`src/sv/bsm_pkg.sv`:
```
// ---------------------------------------------------------------------------
// bsm_pkg
// Shared types, codes and constants for the bank switch mapper core.
// ---------------------------------------------------------------------------
package bsm_pkg;

  localparam int WORK_RAM_BYTES_DEF = 4096;

  // item kinds (in_tuser)
  localparam logic [1:0] ACT_REG_WR = 2'd0;
  localparam logic [1:0] ACT_LOW_WR = 2'd1;
  localparam logic [1:0] ACT_LOW_RD = 2'd2;
  localparam logic [1:0] ACT_TICK   = 2'd3;

  // mapper register decode: {addr[15:13], addr[0]}
  localparam logic [3:0] MREG_BANK_SEL    = 4'b1000;
  localparam logic [3:0] MREG_BANK_DATA   = 4'b1001;
  localparam logic [3:0] MREG_MIRROR      = 4'b1010;
  localparam logic [3:0] MREG_IRQ_LATCH   = 4'b1100;
  localparam logic [3:0] MREG_IRQ_RELOAD  = 4'b1101;
  localparam logic [3:0] MREG_IRQ_DISABLE = 4'b1110;
  localparam logic [3:0] MREG_IRQ_ENABLE  = 4'b1111;

  // bank data target, from bank_select[2:0]
  localparam logic [2:0] BSEL_CHR_01 = 3'd0;
  localparam logic [2:0] BSEL_CHR_23 = 3'd1;
  localparam logic [2:0] BSEL_CHR_4  = 3'd2;
  localparam logic [2:0] BSEL_CHR_5  = 3'd3;
  localparam logic [2:0] BSEL_CHR_6  = 3'd4;
  localparam logic [2:0] BSEL_CHR_7  = 3'd5;
  localparam logic [2:0] BSEL_PRG_0  = 3'd6;
  localparam logic [2:0] BSEL_PRG_1  = 3'd7;

  // configuration register indexes (paddr[3:2])
  localparam logic [1:0] CFG_PRG_COUNT   = 2'd0;
  localparam logic [1:0] CFG_FOUR_SCREEN = 2'd1;
  localparam logic [1:0] CFG_CHR_ROM     = 2'd2;

  localparam logic [8:0]  PRG_COUNT_RST = 9'd32;
  localparam logic [15:0] LOW_BASE      = 16'h5000;
  localparam logic [15:0] LOW_LAST      = 16'h5FFF;
  localparam logic [7:0]  PRG_LIMIT     = 8'h50;
  localparam logic [7:0]  PRG_MASK      = 8'h4F;
  localparam logic [7:0]  EVEN_MASK     = 8'hFE;
  localparam logic [8:0]  LAST_LINE     = 9'd239;

  typedef struct packed {
    logic [15:0] addr;
    logic [7:0]  data;
    logic [8:0]  scanline;
    logic        display_on;
    logic [1:0]  action;
  } bsm_item_t;

  typedef struct packed {
    logic [8:0] prg_bank_count;
    logic       four_screen;
    logic       chr_rom_present;
  } bsm_cfg_t;

  typedef struct packed {
    logic [31:0] prg_map;
    logic [63:0] chr_map;
    logic        chr_map_valid;
    logic        mirror_horizontal;
    logic        irq_line;
  } bsm_map_t;

  function automatic logic [7:0] clamp_prg(input logic [7:0] v);
    clamp_prg = (v >= PRG_LIMIT) ? (v & PRG_MASK) : v;
  endfunction

endpackage

```
`src/sv/bsm_regs.sv`:
```
// ---------------------------------------------------------------------------
// bsm_regs
// Mapper register file and scanline IRQ counter; builds the bank maps
// from the state as it stands after the committing item.
// ---------------------------------------------------------------------------
module bsm_regs (
  input  logic              clk,
  input  logic              rst_n,
  input  logic              commit,
  input  bsm_pkg::bsm_item_t item,
  input  bsm_pkg::bsm_cfg_t  cfg,
  output bsm_pkg::bsm_map_t  map
);
  import bsm_pkg::*;

  logic [7:0] bank_sel_r,   bank_sel_nxt;
  logic [7:0] chr_bank_r   [8];
  logic [7:0] chr_bank_nxt [8];
  logic [7:0] prg_lo_r     [2];
  logic [7:0] prg_lo_nxt   [2];
  logic       mirror_r,     mirror_nxt;
  logic [7:0] irq_cnt_r,    irq_cnt_nxt;
  logic [7:0] irq_reload_r, irq_reload_nxt;
  logic       irq_en_r,     irq_en_nxt;
  logic       irq_pend_r,   irq_pend_nxt;
  logic       irq_out_r,    irq_out_nxt;

  logic [7:0] even;
  logic [7:0] cnt_pre;
  logic [3:0] mreg;
  logic [7:0] fix2, fix3, s0, s2;

  assign even = item.data & EVEN_MASK;
  assign mreg = {item.addr[15:13], item.addr[0]};
  // line 0 takes an extra decrement on a nonzero count
  assign cnt_pre = (item.scanline == 9'd0 && irq_cnt_r != 8'd0) ? irq_cnt_r - 8'd1
                                                                : irq_cnt_r;

  always_comb begin
    bank_sel_nxt   = bank_sel_r;
    chr_bank_nxt   = chr_bank_r;
    prg_lo_nxt     = prg_lo_r;
    mirror_nxt     = mirror_r;
    irq_cnt_nxt    = irq_cnt_r;
    irq_reload_nxt = irq_reload_r;
    irq_en_nxt     = irq_en_r;
    irq_pend_nxt   = irq_pend_r;
    irq_out_nxt    = irq_out_r;
    if (commit && item.action == ACT_REG_WR) begin
      unique case (mreg)
        MREG_BANK_SEL: bank_sel_nxt = item.data;
        MREG_BANK_DATA: begin
          unique case (bank_sel_r[2:0])
            BSEL_CHR_01: begin
              chr_bank_nxt[0] = even;
              chr_bank_nxt[1] = even | 8'd1;
            end
            BSEL_CHR_23: begin
              chr_bank_nxt[2] = even;
              chr_bank_nxt[3] = even | 8'd1;
            end
            BSEL_CHR_4: chr_bank_nxt[4] = item.data;
            BSEL_CHR_5: chr_bank_nxt[5] = item.data;
            BSEL_CHR_6: chr_bank_nxt[6] = item.data;
            BSEL_CHR_7: chr_bank_nxt[7] = item.data;
            BSEL_PRG_0: prg_lo_nxt[0]   = clamp_prg(item.data);
            default: prg_lo_nxt[1] = clamp_prg(item.data);
          endcase
        end
        MREG_MIRROR: begin
          if (!cfg.four_screen) mirror_nxt = item.data[0];
        end
        MREG_IRQ_LATCH: begin
          irq_cnt_nxt  = item.data;
          irq_pend_nxt = 1'b0;
        end
        MREG_IRQ_RELOAD: begin
          irq_reload_nxt = item.data;
          irq_pend_nxt   = 1'b0;
        end
        MREG_IRQ_DISABLE: begin
          irq_en_nxt   = 1'b0;
          irq_pend_nxt = 1'b0;
          irq_out_nxt  = 1'b0;
        end
        MREG_IRQ_ENABLE: begin
          irq_en_nxt   = 1'b1;
          irq_pend_nxt = 1'b0;
        end
        default: ;
      endcase
    end else if (commit && item.action == ACT_TICK) begin
      if (item.scanline <= LAST_LINE && item.display_on && irq_en_r && !irq_pend_r) begin
        if (cnt_pre == 8'd0) begin
          irq_cnt_nxt  = irq_reload_r;
          irq_pend_nxt = 1'b1;
          irq_out_nxt  = 1'b1;
        end else begin
          irq_cnt_nxt = cnt_pre - 8'd1;
        end
      end
    end
  end

  always_ff @(posedge clk) begin
    if (!rst_n) begin
      bank_sel_r   <= 8'd0;
      for (int i = 0; i < 8; i++) chr_bank_r[i] <= 8'(i);
      prg_lo_r[0]  <= 8'd0;
      prg_lo_r[1]  <= 8'd1;
      mirror_r     <= 1'b0;
      irq_cnt_r    <= 8'd0;
      irq_reload_r <= 8'd0;
      irq_en_r     <= 1'b0;
      irq_pend_r   <= 1'b0;
      irq_out_r    <= 1'b0;
    end else begin
      bank_sel_r   <= bank_sel_nxt;
      chr_bank_r   <= chr_bank_nxt;
      prg_lo_r     <= prg_lo_nxt;
      mirror_r     <= mirror_nxt;
      irq_cnt_r    <= irq_cnt_nxt;
      irq_reload_r <= irq_reload_nxt;
      irq_en_r     <= irq_en_nxt;
      irq_pend_r   <= irq_pend_nxt;
      irq_out_r    <= irq_out_nxt;
    end
  end

  // maps are built from the post-item state
  assign fix2 = cfg.prg_bank_count[7:0] - 8'd2;
  assign fix3 = cfg.prg_bank_count[7:0] - 8'd1;
  assign s0   = bank_sel_nxt[6] ? fix2 : prg_lo_nxt[0];
  assign s2   = bank_sel_nxt[6] ? prg_lo_nxt[0] : fix2;

  always_comb begin
    map.prg_map = {fix3, s2, prg_lo_nxt[1], s0};
    map.chr_map = '0;
    if (cfg.chr_rom_present) begin
      for (int i = 0; i < 8; i++) begin
        map.chr_map[8*i +: 8] = chr_bank_nxt[3'(i) ^ {bank_sel_nxt[7], 2'b00}];
      end
    end
    map.chr_map_valid     = cfg.chr_rom_present;
    map.mirror_horizontal = mirror_nxt;
    map.irq_line          = irq_out_nxt;
  end

endmodule
```
`config.mk`:
```
export PLATFORM = sky130hd
export DESIGN_NAME = bsm_regs
export DESIGN_NICKNAME = d
export VERILOG_FILES = /design/src/sv/bsm_pkg.sv /design/src/sv/bsm_regs.sv
export SDC_FILE = /design/constraint.sdc
export NUM_CORES = 1
export LEC_CHECK = 0
export BUFFER_PORTS_ARGS = -buffer_cell sky130_fd_sc_hd__buf_2
export CELL_PAD_IN_SITES_DETAIL_PLACEMENT = 0
export CELL_PAD_IN_SITES_GLOBAL_PLACEMENT = 1
export CORE_UTILIZATION = 35
export CTS_CLUSTER_SIZE = 25
export DETAILED_ROUTE_END_ITERATION = 8
export PLACE_DENSITY = 0.82
export SLEW_MARGIN = 20
export SYNTH_ARGS = -nofsm -noshare
export SYNTH_HDL_FRONTEND = slang
export SYNTH_SLANG_ARGS = --single-unit
```
`constraint.sdc`:
```
create_clock -name clk -period 3.32 [get_ports clk]
set_input_delay 0.498 -clock clk [delete_from_list [all_inputs] [get_ports clk]]
set_output_delay 0.498 -clock clk [all_outputs]
set_load 0.01 [all_outputs]
```
==> results of run 1 <==
## placed cells by master (no fill, tap or decap), types with 4 or more instances in the layout
master | netlist | routed
nand2_1 | 163 | 163
ha_1 | 7 | 5
and3_1 | 62 | 61
and2_1 | 11 | 11
mux2i_1 | 91 | 86
nor3b_2 | 1 | 4
inv_1 | 12 | 11
nor3b_1 | 10 | 7
nand3_1 | 18 | 18
xor2_1 | 6 | 6
o211ai_1 | 7 | 7
nand3b_1 | 6 | 6
nor2_1 | 80 | 80
or3_1 | 4 | 4
dfxtp_1 | 105 | 104
o311a_1 | 4 | 4
xnor2_1 | 11 | 10
a31oi_1 | 4 | 4
buf_2 | 1 | 134
buf_4 | 11 | 39
a21oi_1 | 19 | 18
clkbuf_16 | 0 | 9
nor3_1 | 6 | 5
mux2_2 | 10 | 9
o21ai_0 | 8 | 6
## tightest hold or removal path, cell delays in order, from the launching register on
cell and delay, ns:
dfxtp_1 0.31, nand2_1 0.05, a21oi_1 0.05
## layer usage
layer | global-route usage [%] | vias to the layer above | wire length (µm)
met1 | 26.0 | 2589 | 8270
met4 | 5.30 | 0 | 157
met2 | 28.6 | 116 | 7320
met5 | 0 | - | 0
met3 | 2.87 | 9 | 611
li1 | - | 2800 | -
## synthesized netlist by cell type, drive strengths merged, types with 7 or more instances
cell	count
nand2	163
dfxtp	105
mux2i	91
nor2	80
and3	62
clkbuf	51
a21oi	19
buf	19
nand3	18
and2	12
inv	12
nor3b	11
xnor2	11
mux2	10
o21ai	8
ha	7
nor3	7
o211ai	7
## timing repair
item,CTS,global route
setup endpoints to repair,1,16
hold endpoints to repair,0,0
pin swaps,3,0
gates resized for setup,5,11
## power by group through the flow
stage	Clock, mW	Sequential, mW	Combinational (mW)
3_5_place_dp	0	1.29	0.221
5_1_grt	1.23	1.26	0.244
3_3_place_gp	0	1.29	0.220
6_report	1.15	1.26	0.223
2_1_floorplan	0	1.29	0.122
4_1_cts	1.18	1.26	0.223
## state kept, by name, indices dropped and copies added (netlist names)
| register | count |
|---|---|
| bank_sel_r | 5 |
| chr_bank_r | 64 |
| irq_cnt_r | 8 |
| irq_en_r | 1 |
| irq_out_r | 1 |
| irq_pend_r | 1 |
| irq_reload_r | 8 |
| mirror_r | 1 |
| prg_lo_r | 16 |
## through the flow
stage	worst slack, ns	cells	instance area [µm²]	power [mW]	hold WS, ns
detailed placement	-0.0343	1086	7010	1.51	0.450
CTS	0.0244	1101	7350	2.67	0.461
global placement	-0.0184	1086	7010	1.51	0.445
floorplan	-0.00749	760	6020	1.41	0.431
global route	-0.0377	1101	7400	2.74	0.484
finish	0.0994	1101	7400	2.64	0.459
## layout make-up
cell class | count | area, µm²
clock buffers | 11 | 243
clock inverters | 4 | 76.3
fillers | 1686 | 9240
inverters | 12 | 45.0
multi-input cells | 573 | 3650
flip-flops and latches | 105 | 2100
well taps | 220 | 275
repair buffers | 176 | 1010
## cells by family after synthesis
logic type               Yosys count  share of synthesized area [%]
XOR/XNOR                          17                           2.49
multiplexers                     101                           17.1
adder cells (fa/ha/maj)            7                           1.46
AND/OR/NAND/NOR                  389                           31.2
AO/OA/AOI/OAI                     59                           6.65
buffers and inverters             82                           5.98
flip-flops                       105                           35.1
## final timing paths
kind | start | endpoint | slack, ns | cells after the start
max | item[5] | map[0] | 0.1 | 12
min | irq_reload_r[3]$_SDFFE_PN0P_ | irq_reload_r[3]$_SDFFE_PN0P_ | 0.46 | 2
max reg2reg | irq_cnt_r[1]$_SDFFE_PN0P_ | irq_cnt_r[0]$_SDFFE_PN0P_ | 0.62 | 10
min reg2reg | irq_reload_r[3]$_SDFFE_PN0P_ | irq_reload_r[3]$_SDFFE_PN0P_ | 0.46 | 2
==> results.cfg, run 1 <==
[outcome]
outcome = complete, no violations

[routing]
avgViaCountPerCell = 5.01
vias = 5514
wl_um = 16400
drc = 0
wire_per_inst_um = 14.9
drtIter0Drc = 316
final_antenna_net_count = 0
dr.pass1.iters = 4

[floorplanning]
start_util_pct = 36.0
die-area_um2 = 17600
die_h_um = 133
die_w_um = 133
boundaryPins = 149
std_cell_rows = 47
core-area_um2 = 16600

[clock_network]
clkSinkCount = 105
post_cts_buffers = 0
clockBufferDepth = 2
clk_latency_ns = 0.35
cts_hold_buf = 0
cts_buffers = 9
htreeDepth = 3
cts_root_buf = clkbuf_16
cts.clk_slew.worst_paths_ns = 0.06
cts_tree = done

[logic_synthesis]
syn_area_um2 = 5980
synth_warnings = 0
yosys.area.top_type = dfxtp_1
ys_top_cells_by_area = dfxtp_1 (35%), mux2i_1 (15%), nand2_1 (10%)
seq_area_frac_synth_pct = 35.1
syn_avg_cell_area_um2 = 7.87
synthFlopType = dfxtp_1
async_flop_share_pct = 0
synth_seq_cells = 105
synth_top_area_share_pct = 35.1
syn_inst = 760
synth_cell_types = 56
synth_edf_count = 0
syn_nets = 817

[layout]
layout.core_utilization_pct = 44.5
diodes = 0
drive_gt1_share_pct = 26.2
area_delta_synth_final_pct = 23.7
nNetsFinal = 934

[placed_design]
place_hpwl_um = 11200
numPortBuffers = 135
gp_congestion = 0.810

[worst_setup_path]
crit_fanout = 4
path_class = in -> out
slowest_stage = or4_4
path_cells = buf_2 -> or4_4 -> or3_4 -> a21oi_4 -> xnor2_2 -> ha_2 -> o21ai_2 -> nor3_4 -> and3_4 -> nand2_1 -> nand2_1 -> buf_6
cp-end-kind = output pin
path_delay_family = simple AND/OR/NAND/NOR gates
cp_slowest_stage_delay_ns = 0.53
cp.arrival_ns = 2.72
start_kind = input port
crit_top_cell = nand2_1
crit_buf_inv = 2
worst_ep_required_time_ns = 2.82

[power]
switching_share_pct = 23.3
peakVddDrop_uv = 256
leakage_nw = 3.99
pwr-share-comb_pct = 8.5
p_int_mw = 2.02
clock_power_share_pct = 43.7
p_per_area_nw_per_um2 = 356
seq_power_share_pct = 47.9
power.switching_uw = 614

[global_route]
grt_use_total_pct = 18.3
grt_pass1_wl_um = 25700
grt_pass1_vias = 4763
grt_max_degree = 62
antenna_found_initial = 0
grt_overflow = 0

[flow_run]
cap_violations = 0

[sta]
worst_pin_slew_ns = 0.587
period_needed_ns = 3.22
relSlewSlack_pct = 60.8
setup_tns_ns = 0
period_share_pct = 97.0
finalHoldViolations = 0
slew_violations = 0
setup_viol = 0
rsz0062_at_grt = true
fmax_mhz = 311
finClkSkew_ns = 0.00333

[worst_hold_path]
hold_path.class = reg -> reg
Note: power is estimated with default switching activity, not from simulation.
==> run 2, diff against run 1 <==
- ABC_AREA: unset -> 1
- CORE_UTILIZATION: 35 -> 34
- PLACE_DENSITY: 0.82 -> 0.83
==> run 2 against run 1 <==
Sequential cell count stayed put. Sequential power about the same. Register-to-register slack better by 0.47 ns. Fmax rose by 7.2%. Clock-buffer cell count stayed put. Power grew 0.41%. Via count up 9.3%. Final cell count rose by 14%. Worst hold slack lost 0.030 ns. Highest routed layer unchanged.
==> results.cfg, run 2 <==
[floorplanning]
die_h_um = 136
die_w_um = 136
die-area_um2 = 18400
boundaryPins = 149
std_cell_rows = 48
start_util_pct = 34.9
core-area_um2 = 17400

[sta]
worst_pin_slew_ns = 0.963
finalHoldViolations = 0
hold-worst-slack_ns = 0.430
slew_violations = 0
rsz0062_at_grt = false
period_share_pct = 90.5
setup_viol = 0
relSlewSlack_pct = 35.7
finClkSkew_ns = 0.00392
period_needed_ns = 3.00
setup_tns_ns = 0
fmax_mhz = 333

[worst_setup_path]
cp.arrival_ns = 2.51
path_class = in -> out
startpoint = item[1]
start_kind = input port
worst_ep_required_time_ns = 2.82
crit_path_end = map[87]
slowest_stage = nor2_2
r2r_end = irq_cnt_r[7]$_SDFFE_PN0P_
path_cells = buf_2 -> nor3_4 -> buf_4 -> nand2_2 -> nor2_2 -> inv_1 -> nor2_2 -> o21ai_0 -> o21ai_0 -> o21ai_0 -> buf_2
r2r_setup_slack_ns = 1.09
r2r-start = irq_cnt_r[0]$_SDFFE_PN0P_
reg2reg_depth = 16
cp-end-kind = output pin
crit_fanout = 15
crit_top_cell = o21ai_0
cp_slowest_stage_delay_ns = 0.37

[layout]
largest-register = chr_bank_r
multiInputGateArea_um2 = 3230
final_common_cell = nand2_1
fin_cells = 1251
nNetsFinal = 1080
diodes = 0
top_regs = chr_bank_r: 64 flops, prg_lo_r: 16 flops
seq_area_um2 = 2100
largest_reg_flops = 64
drive_gt1_share_pct = 21.4
area_delta_synth_final_pct = 18.3
num-fill-cells = 1843
layout_common_cells = nand2_1 (156), o21ai_0 (135), buf_2 (135)

[logic_synthesis]
syn_inst = 921
syn_area_um2 = 6060
seq_area_frac_synth_pct = 34.7
synth_seq_cells = 105
synth_top_area_share_pct = 34.7
ys_top_cells_by_area = dfxtp_1 (35%), o21ai_0 (11%), nand2_1 (9.7%)
synth_warnings = 0
syn_avg_cell_area_um2 = 6.58
async_flop_share_pct = 0
synthTopCellsByCount = nand2_1 (156), o21ai_0 (135), nor2_1 (119), inv_1 (113), dfxtp_1 (105)
yosys.area.top_type = dfxtp_1
syn_nets = 978
yosysMostFrequentCell = nand2_1
synthFlopType = dfxtp_1
synth_cell_types = 40
synth_edf_count = 0

[worst_hold_path]
whs_path_depth = 2
hold_path.class = reg -> reg

[clock_network]
post_cts_buffers = 0
cts_root_buf = clkbuf_16
cts_buffers = 9
clockBufferDepth = 2
cts_tree = done
cts_resized = 0
clkSinkCount = 105
clk_latency_ns = 0.35
cts_hold_buf = 0
htreeDepth = 3
cts.clk_slew.worst_paths_ns = 0.07

[routing]
drtIter0Drc = 263
wire_per_inst_um = 13.5
wl_um = 16900
final_antenna_net_count = 0
vias = 6027
avgViaCountPerCell = 4.82
dr.pass1.iters = 5
drc = 0

[placed_design]
place_hpwl_um = 12400
dp.cells = 1237
gp_congestion = 0.827
numPortBuffers = 135

[power]
peakVddDrop_uv = 214
leakage_nw = 3.71
p_per_area_nw_per_um2 = 369

[flow_run]
cap_violations = 0

[global_route]
grt_use_total_pct = 19.1
antenna_found_initial = 0
grt_overflow = 0
grt_pass1_vias = 5283
grt_max_degree = 66
grt_pass1_wl_um = 27200

[outcome]
outcome = complete, no violations
-- run 2: worst min path at each step --
| stage | from | endpoint | slack [ns] |
|---|---|---|---|
| after floorplan | chr_bank_r[48]$_SDFF_PN1_ | chr_bank_r[48]$_SDFF_PN1_ | 0.40 |
| after global placement | chr_bank_r[48]$_SDFF_PN1_ | chr_bank_r[48]$_SDFF_PN1_ | 0.41 |
| after global routing | item[20] | irq_en_r$_SDFFE_PN0P_ | 0.44 |
| after detailed placement | chr_bank_r[48]$_SDFF_PN1_ | chr_bank_r[48]$_SDFF_PN1_ | 0.42 |
| after CTS | item[20] | irq_en_r$_SDFFE_PN0P_ | 0.42 |
| final | chr_bank_r[48]$_SDFF_PN1_ | chr_bank_r[48]$_SDFF_PN1_ | 0.43 |
-- run 2: routing by layer --
layer  vias up  routed length (µm)  share of wire [%]  global-route usage, %
li1       3147                   -                  -                      -
met1      2731                7890                 47                   25.5
met2       130                7940                 47                   31.1
met3        19                 812                4.8                   3.11
met4         0                 281                1.7                   6.74
met5         -                   0                  0                      0
-- run 2: where the power goes --
group | switching (mW) | internal, mW
Sequential | 0.00133 | 1.26
Clock | 0.455 | 0.692
Combinational | 0.161 | 0.0755
-- run 2: final cells by class --
| class | count | share of cell area [%] |
|---|---|---|
| Timing Repair Buffer | 145 | 10.8 |
| Clock buffer | 11 | 3.52 |
| Clock inverter | 3 | 0.907 |
| Multi-Input combinational cell | 638 | 45.0 |
| Sequential cell | 105 | 29.3 |
| Tap cell | 225 | 3.93 |
| Inverter | 124 | 6.52 |
-- run 2: cells by family after synthesis --
group | share of synthesized area [%]
simple gates | 26.6
compound gates | 22.8
buf+inv | 12.2
flops | 34.7
xor+xnor | 2.17
fa+ha+maj | 1.44
mux | 0.165
-- run 2: per-stage QoR --
stage                     total power [mW]  setup slack [ns]  cell area, µm²  util [%]
after floorplan                       1.42             0.916            6060         -
after global routing                  2.76            0.0711            7170      41.3
after CTS                             2.67             0.307            7170      41.3
after detailed placement              1.53             0.312            6850      39.5
final                                 2.65             0.316            7170      41.3
after global placement                1.53             0.343            6850      39.5
-- run 2: critical path: cells and delay by family --
family | cells | cell delay, ns
buffers and inverters | 4 | 0.68
and+or+nand+nor | 4 | 0.86
AOI/OAI and AO/OA | 3 | 0.48
